==> src/sv/grid_ray_cast_distance_macros.svh <==
// Assertion helpers used by the march engine RTL.
`ifndef GRID_RAY_CAST_DISTANCE_MACROS_SVH
`define GRID_RAY_CAST_DISTANCE_MACROS_SVH
`ifndef SYNTHESIS
`define GRCD_ASSERT(lbl, prop) \
  lbl: assert property (@(posedge clk) disable iff (!rst_n) prop) \
    else $error("grcd assertion failed");
`define GRCD_NEVER(lbl, cond) \
  lbl: assert property (@(posedge clk) disable iff (!rst_n) !(cond)) \
    else $error("grcd forbidden condition seen");
`else
`define GRCD_ASSERT(lbl, prop)
`define GRCD_NEVER(lbl, cond)
`endif
`endif

==> src/sv/grcd_pkg.sv <==
package grcd_pkg;

  localparam int GRID_ROWS    = 6;
  localparam int GRID_COLUMNS = 8;
  localparam int CELL_UNITS   = 10;
  localparam int CELL         = CELL_UNITS * 256;
  localparam int MAP_W        = 48;
  localparam int TRIG_EPS     = 16;
  localparam int CORDIC_STEPS = 14;
  localparam int CORDIC_START = 9949;
  localparam int MAX_Q        = 32767 / CELL;

  localparam logic [MAP_W-1:0] MAP_RESET = 48'hFF8185D591FF;
  localparam logic [0:0] ADDR_WALL_MAP = 1'b0;

  // Origin and CORDIC result carried from the front end to the march engine.
  typedef struct packed {
    logic [14:0]        ox;
    logic [13:0]        oy;
    logic signed [15:0] cs;
    logic signed [15:0] sn;
  } ray_t;

  function automatic logic [13:0] atan_units(input logic [3:0] i);
    logic [13:0] v;
    case (i)
      4'd0: v = 14'd8192;
      4'd1: v = 14'd4836;
      4'd2: v = 14'd2555;
      4'd3: v = 14'd1297;
      4'd4: v = 14'd651;
      4'd5: v = 14'd326;
      4'd6: v = 14'd163;
      4'd7: v = 14'd81;
      4'd8: v = 14'd41;
      4'd9: v = 14'd20;
      4'd10: v = 14'd10;
      4'd11: v = 14'd5;
      4'd12: v = 14'd3;
      4'd13: v = 14'd1;
      default: v = 14'd0;
    endcase
    return v;
  endfunction

  // Remainder of a 15-bit value modulo one cell, by parallel compares.
  function automatic logic [15:0] mod_cell(input logic [14:0] v);
    int q;
    q = 0;
    for (int r = 1; r <= MAX_Q; r++) begin
      if (int'(v) >= r * CELL) q = r;
    end
    return 16'(int'(v) - q * CELL);
  endfunction

  function automatic logic is_wall(input logic [MAP_W-1:0] map,
                                   input logic signed [31:0] px,
                                   input logic signed [31:0] py);
    int row;
    int col;
    int bidx;
    logic w;
    row = 0;
    col = 0;
    w = 1'b0;
    if (px >= 0 && py >= 0 && px < GRID_COLUMNS * CELL && py < GRID_ROWS * CELL) begin
      for (int r = 1; r < GRID_ROWS; r++) begin
        if (py >= r * CELL) row = r;
      end
      for (int c = 1; c < GRID_COLUMNS; c++) begin
        if (px >= c * CELL) col = c;
      end
      bidx = row * GRID_COLUMNS + col;
      if (bidx < MAP_W) w = map[bidx[5:0]];
    end
    return w;
  endfunction

endpackage

==> src/sv/grcd_front.sv <==
module grcd_front (
  input  logic                 clk,
  input  logic                 rst_n,
  input  logic                 in_valid,
  output logic                 in_stall,
  input  logic [14:0]          in_ray_x,
  input  logic [13:0]          in_ray_y,
  input  logic [11:0]          in_ray_angle,
  input  logic                 q_full,
  output logic                 q_push,
  output grcd_pkg::ray_t       q_data
);

  logic               busy_r;
  logic               done_r;
  logic [3:0]         iter_r;
  logic signed [15:0] x_r;
  logic signed [15:0] y_r;
  logic signed [16:0] z_r;
  logic [1:0]         quad_r;
  logic [14:0]        ox_r;
  logic [13:0]        oy_r;
  logic signed [15:0] xs;
  logic signed [15:0] ys;
  logic signed [16:0] at;

  function automatic logic signed [15:0] tshr(input logic signed [15:0] v,
                                              input logic [3:0] s);
    logic signed [15:0] m;
    m = (v < 0) ? -v : v;
    m = m >>> s;
    return (v < 0) ? -m : m;
  endfunction

  assign in_stall = busy_r;
  assign q_push   = busy_r && done_r && !q_full;
  assign xs = tshr(x_r, iter_r);
  assign ys = tshr(y_r, iter_r);
  assign at = 17'(grcd_pkg::atan_units(iter_r));

  always_comb begin
    q_data.ox = ox_r;
    q_data.oy = oy_r;
    case (quad_r)
      2'd0: begin
        q_data.cs = x_r;
        q_data.sn = y_r;
      end
      2'd1: begin
        q_data.cs = -y_r;
        q_data.sn = x_r;
      end
      2'd2: begin
        q_data.cs = -x_r;
        q_data.sn = -y_r;
      end
      default: begin
        q_data.cs = y_r;
        q_data.sn = -x_r;
      end
    endcase
  end

  always_ff @(posedge clk) begin
    if (!rst_n) begin
      busy_r <= 1'b0;
      done_r <= 1'b0;
      iter_r <= '0;
    end else if (!busy_r) begin
      if (in_valid) begin
        busy_r <= 1'b1;
        done_r <= 1'b0;
        iter_r <= '0;
        x_r    <= 16'(grcd_pkg::CORDIC_START);
        y_r    <= '0;
        z_r    <= 17'({in_ray_angle[9:0], 4'b0000});
        quad_r <= in_ray_angle[11:10];
        ox_r   <= in_ray_x;
        oy_r   <= in_ray_y;
      end
    end else if (!done_r) begin
      if (z_r >= 0) begin
        x_r <= x_r - ys;
        y_r <= y_r + xs;
        z_r <= z_r - at;
      end else begin
        x_r <= x_r + ys;
        y_r <= y_r - xs;
        z_r <= z_r + at;
      end
      iter_r <= iter_r + 4'd1;
      if (iter_r == 4'(grcd_pkg::CORDIC_STEPS - 1)) done_r <= 1'b1;
    end else if (!q_full) begin
      busy_r <= 1'b0;
    end
  end

endmodule

==> src/sv/grcd_fifo.sv <==
module grcd_fifo (
  input  logic           clk,
  input  logic           rst_n,
  input  logic           push,
  input  grcd_pkg::ray_t wr_data,
  input  logic           pop,
  output grcd_pkg::ray_t rd_data,
  output logic           full,
  output logic           empty
);

  grcd_pkg::ray_t mem_r [2];
  logic           wr_ptr_r;
  logic           rd_ptr_r;
  logic [1:0]     count_r;

  assign full    = (count_r == 2'd2);
  assign empty   = (count_r == 2'd0);
  assign rd_data = mem_r[rd_ptr_r];

  always_ff @(posedge clk) begin
    if (push) mem_r[wr_ptr_r] <= wr_data;
  end

  always_ff @(posedge clk) begin
    if (!rst_n) begin
      wr_ptr_r <= 1'b0;
      rd_ptr_r <= 1'b0;
      count_r  <= '0;
    end else begin
      if (push) wr_ptr_r <= !wr_ptr_r;
      if (pop) rd_ptr_r <= !rd_ptr_r;
      if (push && !pop) count_r <= count_r + 2'd1;
      else if (pop && !push) count_r <= count_r - 2'd1;
    end
  end

endmodule

==> src/sv/grcd_back.sv <==
`include "grid_ray_cast_distance_macros.svh"

module grcd_back (
  input  logic                        clk,
  input  logic                        rst_n,
  input  logic [grcd_pkg::MAP_W-1:0]  wall_map,
  input  logic                        q_empty,
  input  grcd_pkg::ray_t              q_data,
  output logic                        q_pop,
  output logic                        out_valid,
  input  logic                        out_stall,
  output logic [15:0]                 out_hit_distance
);

  localparam logic [3:0] S_IDLE  = 4'd0;
  localparam logic [3:0] S_SETUP = 4'd1;
  localparam logic [3:0] S_MUL   = 4'd2;
  localparam logic [3:0] S_DIV   = 4'd3;
  localparam logic [3:0] S_TEST  = 4'd4;
  localparam logic [3:0] S_SQA   = 4'd5;
  localparam logic [3:0] S_SQB   = 4'd6;
  localparam logic [3:0] S_SQRT  = 4'd7;
  localparam logic [3:0] S_RES   = 4'd8;
  localparam logic [3:0] S_DONE  = 4'd9;

  logic [3:0]          state_r;
  grcd_pkg::ray_t      ray_r;
  logic                vert_r;
  logic [3:0]          k_r;
  logic signed [17:0]  da_r;
  logic                step_pos_r;
  logic                neg_r;
  logic [14:0]         rem_r;
  logic [29:0]         quo_r;
  logic [4:0]          cnt_r;
  logic signed [31:0]  db_r;
  logic [32:0]         val_r;
  logic [32:0]         res_r;
  logic [32:0]         bit_r;
  logic                sat_r;
  logic [15:0]         d1_r;
  logic [15:0]         fin_r;
  logic                out_valid_r;
  logic [15:0]         out_hit_distance_r;

  logic signed [15:0]  dir;
  logic signed [15:0]  other;
  logic [14:0]         along;
  logic [14:0]         den;
  logic [3:0]          last;
  logic signed [33:0]  prod;
  logic [33:0]         prod_mag;
  logic [15:0]         trial;
  logic signed [31:0]  db;
  logic signed [31:0]  px;
  logic signed [31:0]  py;
  logic                hit;
  logic [17:0]         ada;
  logic [31:0]         adb;
  logic [32:0]         rb;
  logic [15:0]         dist_sat;
  logic [15:0]         rm;
  logic                load_out;

  assign dir   = vert_r ? ray_r.cs : ray_r.sn;
  assign other = vert_r ? ray_r.sn : ray_r.cs;
  assign along = vert_r ? ray_r.ox : 15'(ray_r.oy);
  assign den   = (dir < 0) ? 15'(-dir) : 15'(dir);
  assign last  = vert_r ? 4'(grcd_pkg::GRID_COLUMNS + 1) : 4'(grcd_pkg::GRID_ROWS + 1);
  assign rm    = grcd_pkg::mod_cell(along);
  assign prod     = da_r * other;
  assign prod_mag = (prod < 0) ? 34'(-prod) : 34'(prod);
  assign trial    = {rem_r, quo_r[29]};
  assign db       = neg_r ? -32'(quo_r) : 32'(quo_r);

  always_comb begin
    if (vert_r) begin
      px  = 32'(ray_r.ox) + 32'(da_r);
      py  = 32'(ray_r.oy) + db;
      hit = grcd_pkg::is_wall(wall_map, px - 32'sd256, py)
         || grcd_pkg::is_wall(wall_map, px, py);
    end else begin
      px  = 32'(ray_r.ox) + db;
      py  = 32'(ray_r.oy) + 32'(da_r);
      hit = grcd_pkg::is_wall(wall_map, px, py - 32'sd256)
         || grcd_pkg::is_wall(wall_map, px, py);
    end
  end

  assign ada  = (da_r < 0) ? 18'(-da_r) : 18'(da_r);
  assign adb  = (db_r < 0) ? 32'(-db_r) : 32'(db_r);
  assign rb   = res_r + bit_r;
  assign dist_sat = (sat_r || res_r > 33'd65535) ? 16'hFFFF : res_r[15:0];
  assign q_pop    = (state_r == S_IDLE) && !q_empty;
  assign load_out = (state_r == S_DONE) && (!out_valid_r || !out_stall);
  assign out_valid        = out_valid_r;
  assign out_hit_distance = out_hit_distance_r;

  always_ff @(posedge clk) begin
    if (!rst_n) begin
      state_r     <= S_IDLE;
      out_valid_r <= 1'b0;
      k_r         <= '0;
      vert_r      <= 1'b0;
    end else begin
      if (load_out) begin
        out_valid_r        <= 1'b1;
        out_hit_distance_r <= fin_r;
      end else if (!out_stall) begin
        out_valid_r <= 1'b0;
      end
      case (state_r)
        S_IDLE: begin
          if (!q_empty) begin
            ray_r   <= q_data;
            vert_r  <= 1'b0;
            k_r     <= '0;
            state_r <= S_SETUP;
          end
        end
        S_SETUP: begin
          k_r <= '0;
          if (dir >= -16'(grcd_pkg::TRIG_EPS) && dir <= 16'(grcd_pkg::TRIG_EPS)) begin
            sat_r   <= 1'b1;
            state_r <= S_RES;
          end else begin
            sat_r      <= 1'b0;
            step_pos_r <= (dir > 0);
            da_r       <= (dir > 0) ? 18'(grcd_pkg::CELL) - 18'(rm) : -18'(rm);
            state_r    <= S_MUL;
          end
        end
        S_MUL: begin
          neg_r   <= prod[33] ^ dir[15];
          quo_r   <= prod_mag[29:0];
          rem_r   <= '0;
          cnt_r   <= '0;
          state_r <= S_DIV;
        end
        S_DIV: begin
          if (trial >= 16'(den)) begin
            rem_r <= 15'(trial - 16'(den));
            quo_r <= {quo_r[28:0], 1'b1};
          end else begin
            rem_r <= trial[14:0];
            quo_r <= {quo_r[28:0], 1'b0};
          end
          cnt_r <= cnt_r + 5'd1;
          if (cnt_r == 5'd29) state_r <= S_TEST;
        end
        S_TEST: begin
          if (k_r == last || hit) begin
            db_r    <= db;
            state_r <= S_SQA;
          end else begin
            k_r     <= k_r + 4'd1;
            da_r    <= step_pos_r ? da_r + 18'(grcd_pkg::CELL) : da_r - 18'(grcd_pkg::CELL);
            state_r <= S_MUL;
          end
        end
        S_SQA: begin
          if (ada[17:16] != 2'b00 || adb[31:16] != 16'd0) begin
            sat_r   <= 1'b1;
            state_r <= S_RES;
          end else begin
            val_r   <= 33'(ada[15:0]) * 33'(ada[15:0]);
            state_r <= S_SQB;
          end
        end
        S_SQB: begin
          val_r   <= val_r + 33'(adb[15:0]) * 33'(adb[15:0]);
          res_r   <= '0;
          bit_r   <= 33'h1_0000_0000;
          state_r <= S_SQRT;
        end
        S_SQRT: begin
          if (val_r >= rb) begin
            val_r <= val_r - rb;
            res_r <= (res_r >> 1) + bit_r;
          end else begin
            res_r <= res_r >> 1;
          end
          bit_r <= bit_r >> 2;
          if (bit_r[0]) state_r <= S_RES;
        end
        S_RES: begin
          if (!vert_r) begin
            d1_r    <= dist_sat;
            vert_r  <= 1'b1;
            state_r <= S_SETUP;
          end else begin
            fin_r   <= (d1_r < dist_sat) ? d1_r : dist_sat;
            state_r <= S_DONE;
          end
        end
        S_DONE: begin
          if (load_out) state_r <= S_IDLE;
        end
        default: state_r <= S_IDLE;
      endcase
    end
  end

  `GRCD_ASSERT(a_pop_idle, q_pop |-> state_r == S_IDLE)
  `GRCD_ASSERT(a_out_from_done, $rose(out_valid_r) |-> $past(state_r == S_DONE))
  `GRCD_NEVER(a_k_bound, k_r > last)

endmodule

==> src/sv/grid_ray_cast_distance.sv <==
// Grid ray cast distance: each item is a ray origin (Q.8 map units) and a 12-bit
// binary angle; the result item is the distance to the nearest wall crossing in
// the grid held by the 64-bit wall_map register at APB address 0 (low 48 bits
// used, one bit per cell, row-major), saturated at 65535. The front end runs a
// CORDIC for sine and cosine and hands rays to a two-entry queue, so a new ray
// is taken while the march engine still works on earlier ones. The march engine
// walks horizontal then vertical grid lines; every crossing costs a multiply, a
// bit-serial divide and a wall test, and the march stops at a wall or after the
// last grid line, then the distance needs squaring and a bit-serial square root.
// The result sits in an output register so the engine can start the next ray
// while the result waits to be taken.
module grid_ray_cast_distance (
  input  logic        clk,
  input  logic        rst_n,
  input  logic        in_valid,
  output logic        in_stall,
  input  logic [14:0] in_ray_x,
  input  logic [13:0] in_ray_y,
  input  logic [11:0] in_ray_angle,
  output logic        out_valid,
  input  logic        out_stall,
  output logic [15:0] out_hit_distance,
  input  logic        psel,
  input  logic        penable,
  input  logic        pwrite,
  input  logic [0:0]  paddr,
  input  logic [63:0] pwdata,
  output logic [63:0] prdata,
  output logic        pready
);

  logic [grcd_pkg::MAP_W-1:0] wall_map_r;
  logic                       q_full;
  logic                       q_empty;
  logic                       q_push;
  logic                       q_pop;
  grcd_pkg::ray_t             q_wr;
  grcd_pkg::ray_t             q_rd;

  // The register port never waits; writes land on the access cycle.
  assign pready = 1'b1;
  assign prdata = (paddr == grcd_pkg::ADDR_WALL_MAP) ? 64'(wall_map_r) : 64'd0;

  always_ff @(posedge clk) begin
    if (!rst_n) begin
      wall_map_r <= grcd_pkg::MAP_RESET;
    end else if (psel && penable && pwrite && paddr == grcd_pkg::ADDR_WALL_MAP) begin
      wall_map_r <= pwdata[grcd_pkg::MAP_W-1:0];
    end
  end

  // Front end: takes the ray and produces sine and cosine.
  grcd_front u_front (
    .clk          (clk),
    .rst_n        (rst_n),
    .in_valid     (in_valid),
    .in_stall     (in_stall),
    .in_ray_x     (in_ray_x),
    .in_ray_y     (in_ray_y),
    .in_ray_angle (in_ray_angle),
    .q_full       (q_full),
    .q_push       (q_push),
    .q_data       (q_wr)
  );

  // Queue between the two halves so each can stall on its own.
  grcd_fifo u_fifo (
    .clk     (clk),
    .rst_n   (rst_n),
    .push    (q_push),
    .wr_data (q_wr),
    .pop     (q_pop),
    .rd_data (q_rd),
    .full    (q_full),
    .empty   (q_empty)
  );

  // March engine: both grid marches, divider, square root and the result register.
  grcd_back u_back (
    .clk              (clk),
    .rst_n            (rst_n),
    .wall_map         (wall_map_r),
    .q_empty          (q_empty),
    .q_data           (q_rd),
    .q_pop            (q_pop),
    .out_valid        (out_valid),
    .out_stall        (out_stall),
    .out_hit_distance (out_hit_distance)
  );

endmodule
==> config.mk <==
export PLATFORM = sky130hd
export DESIGN_NAME = grid_ray_cast_distance
export DESIGN_NICKNAME = d
export VERILOG_FILES = /design/src/sv/grcd_pkg.sv /design/src/sv/grcd_front.sv /design/src/sv/grcd_fifo.sv /design/src/sv/grcd_back.sv /design/src/sv/grid_ray_cast_distance.sv
export VERILOG_INCLUDE_DIRS = /design/src /design/src/sv
export SDC_FILE = /design/constraint.sdc
export NUM_CORES = 2
export LEC_CHECK = 0
export BUFFER_PORTS_ARGS = -buffer_cell sky130_fd_sc_hd__buf_2
export CAP_MARGIN = 20
export CORE_MARGIN = 2
export CORE_UTILIZATION = 61
export DETAILED_ROUTE_END_ITERATION = 7
export HOLD_SLACK_MARGIN = 0.12
export PLACE_DENSITY = 0.84
export SKIP_CTS_REPAIR_TIMING = 1
export SYNTH_ARGS = -nofsm -noshare
export SYNTH_HDL_FRONTEND = slang
export SYNTH_SLANG_ARGS = --single-unit
==> constraint.sdc <==
create_clock -name clk -period 27.6 [get_ports clk]
set_input_delay 2.76 -clock clk [delete_from_list [all_inputs] [get_ports clk]]
set_output_delay 2.76 -clock clk [all_outputs]
set_load 0.005 [all_outputs]
==> metrics.yaml <==
run_status:
  outcome: "finished, final reports clean"
clock_network:
  clock_latency_ns: 0.67
  cts_buffers: 59
  clock-root-buffer: "clkbuf_16"
  clock_path_buffers: 3
  path_clk_slew_ns: 0.07
  h-tree-depth: 2
  cts_sinks: 579
  cts_tree: "built"
global_routing:
  grt_use_total_pct: 31.92
  antenna_found_initial: 2
  grt_pass1_wl_um: 299300
  grt_pass1_vias: 56784
  grt-ovfl-total: 0
  grt_max_degree: 80
critical_path:
  crit_arrival_ns: 11.07
  max_stage_delay_ns: 0.83
  start_kind: "flip-flop"
  critical_path.endpoint_type: "flip-flop"
  crit_slowest_cell: "xnor2_1"
  worstSetupPathType: "reg2reg"
  rr_worst_depth: 30
  regToRegEndpoint: "u_back.val_r[31]"
  cp_max_fo: 14
  regToRegStartpoint: "u_back.db_r[0]"
  worst-endpoint-required_ns: 27.95
  setup.worst_path.end: "u_back.val_r[31]"
  crit_path_start: "u_back.db_r[0]"
  path_common_cell: "fa_1"
  rrSetupSlack_ns: 16.88
layout:
  area_growth_pct: 6.497
  drive_above_1_share_pct: 8.546
  fin_nets: 8897
  filler_cell_count: 8635
  final_common_cell: "inv_1"
  final_cell_mix: "inv_1 (981), nand2_1 (685), fa_1 (662)"
  stdcell_count: 9143
yosys:
  synth_area_leaders: "edfxtp_1 (21%), fa_1 (19%), ha_1 (9.6%)"
  async_flop_share_pct: 0
  synth_top_area_cell: "edfxtp_1"
  ys_seq_area_share_pct: 23.86
  yosysUniqueCellTypes: 108
  ys_ff_latch: 579
  syn_avg_cell_area_um2: 9.195
  synthFlopType: "edfxtp_1"
  yosys_warnings: 0
  synth_edf_count: 497
  post-synth-top-area-fraction_pct: 21.50
  synthCells: 7550
  netlist_area_um2: 69430
timing:
  relSlewSlack_pct: 20.34
  finalSetupViolCount: 0
  finClkSkew_ns: 0.04806
  period_share_pct: 38.82
  fmax_mhz: 93.32
  rsz0062_at_grt: "no"
  min_period_ns: 10.72
  maxSlewViolCount: 0
  setup_slack_ns: 16.88
  final_hold_viol_count: 0
  setup_tns_ns: 0
  tightest_slew_ns: 1.186
floorplan:
  io_pins: 196
  die_w_um: 341.4
  dieArea_um2: 116500
  rows: 123
  fp.coreArea_um2: 112700
  die_h_um: 341.4
  start_util_pct: 61.63
placement:
  gp_congestion: 1.001
  io_buffers: 162
  place_ws_ns: 17.24
  dp_cells: 9027
  dp_hpwl_um: 145900
job:
  drv_cap: 0
drt:
  vias: 56763
  wl_per_cell_um: 20.54
  wl_um: 187800
  drc_errors: 0
  route.antenna.remaining_nets: 0
  viasPerCell: 6.208
  first_pass_iters: 7
  dr.first_iter.drc_count: 5500
hold_path:
  hold_class: "reg2reg"
[worst min-delay path by stage]
stage,startpoint,to,slack (ns),depth (start not counted)
after floorplan,u_back.fin_r[0],u_back.out_hit_distance[0],0.40,0
after global placement,u_back.fin_r[6],u_back.out_hit_distance[6],0.40,0
after detailed placement,u_back.fin_r[2],u_back.out_hit_distance[2],0.41,0
after CTS,u_back.fin_r[1],u_back.out_hit_distance[1],0.42,0
after global routing,u_back.fin_r[0],u_back.out_hit_distance[0],0.43,0
final,u_back.fin_r[0],u_back.out_hit_distance[0],0.42,0
[synth_stat cells, types with 18 or more instances]
library cell    n
nand2b_1       96
and3_1         53
buf_1          35
nand4_1        43
edfxtp_1      497
nor3_1        130
a211oi_1       89
nor2b_1       162
or3_1          60
dfxtp_1        82
o21a_1         54
o21ai_0       296
clkbuf_1      251
nand3b_1       27
mux4_2         25
xor2_1        210
nor4_1         41
or4_1          24
clkinv_1       18
a31oi_1        70
ha_1          532
o41ai_1        25
and2_1         94
or2_2          48
o31ai_1        70
nand3_1       141
o211ai_1       39
a21boi_0       20
mux2_2        112
inv_1         982
a211o_1        19
mux2i_1       127
xnor2_1       304
nor2_1        587
fa_1          662
a2111oi_0      20
nand2_1       685
o21bai_1       61
a21oi_1       355
a31o_2         30
a21o_1         59
[cells by family (layout without fill, tap and decap cells)]
| logic type | count (synthesis) | count (layout) | synth area share (%) |
|---|---|---|---|
| AOI/OAI and AO/OA | 1407 | 1407 | 13.40 |
| xor gates and xnor gates | 516 | 516 | 6.540 |
| adders and majority gates | 1198 | 1198 | 28.73 |
| buffers and inverters | 1321 | 1397 | 7.276 |
| DFF | 579 | 579 | 23.86 |
| muxes | 265 | 265 | 4.475 |
| other | 2 | 19 | 0.01082 |
| and+or+nand+nor | 2262 | 2262 | 15.70 |
[critical path, delay by kind of cell (launching register included)]
| family | cells | cell delay (ns) |
|---|---|---|
| AOI/OAI and AO/OA | 12 | 3.69 |
| adders and majority gates | 8 | 3.43 |
| xor gates and xnor gates | 2 | 1.00 |
| buffers and inverters | 4 | 0.95 |
| DFF | 1 | 0.78 |
| and+or+nand+nor | 4 | 0.56 |
[routing by layer]
| metal | wire, um | vias up | GRT usage [%] |
|---|---|---|---|
| li1 | - | 25864 | - |
| met1 | 71260 | 27710 | 39.54 |
| met2 | 91820 | 2597 | 54.73 |
| met3 | 14250 | 590 | 4.594 |
| met4 | 10430 | 2 | 15.71 |
| met5 | 16 | - | 0 |
[through the flow]
| stage | utilization, % | hold WS (ns) | instance area [um^2] |
|---|---|---|---|
| 2_1_floorplan | - | 0.4003 | 69480 |
| 3_3_place_gp | 63.80 | 0.4025 | 71870 |
| 3_5_place_dp | 63.81 | 0.4063 | 71880 |
| 4_1_cts | 65.61 | 0.4224 | 73920 |
| 5_1_grt | 65.63 | 0.4275 | 73930 |
| 6_report | 65.63 | 0.4248 | 73940 |
[state kept, by name, summed over array words and instances, names as in the netlist, 5 cells and up]
signal                   flops
u_back.quo_r                30
u_back.res_r                33
u_back.cnt_r                 5
u_fifo.mem_r               122
u_front.z_r                 17
u_back.d1_r                 16
u_front.oy_r                14
u_back.val_r                33
u_back.db_r                 32
u_back.rem_r                15
u_back.da_r                 18
u_back.out_hit_distance     16
u_front.at                  14
u_front.ox_r                15
u_front.x_r                 16
wall_map_r                  48
u_back.ray_r                61
u_back.bit_r                17
u_back.fin_r                16
u_front.y_r                 16
[area by class of cell]
type,instances,area [um^2],area share [%]
antenna,2,5.005,0.006769
tap,1500,1877,2.538
clock inverter,42,465.4,0.6295
sequential,579,16570,22.42
inverter,1005,3772,5.102
timing repair buffer,280,1700,2.300
clock buffer,70,1569,2.122
multi-input combinational,5665,47970,64.89
Power is not shown: default switching activity piles up to over one toggle a cycle in this logic, so the estimate is an artifact.
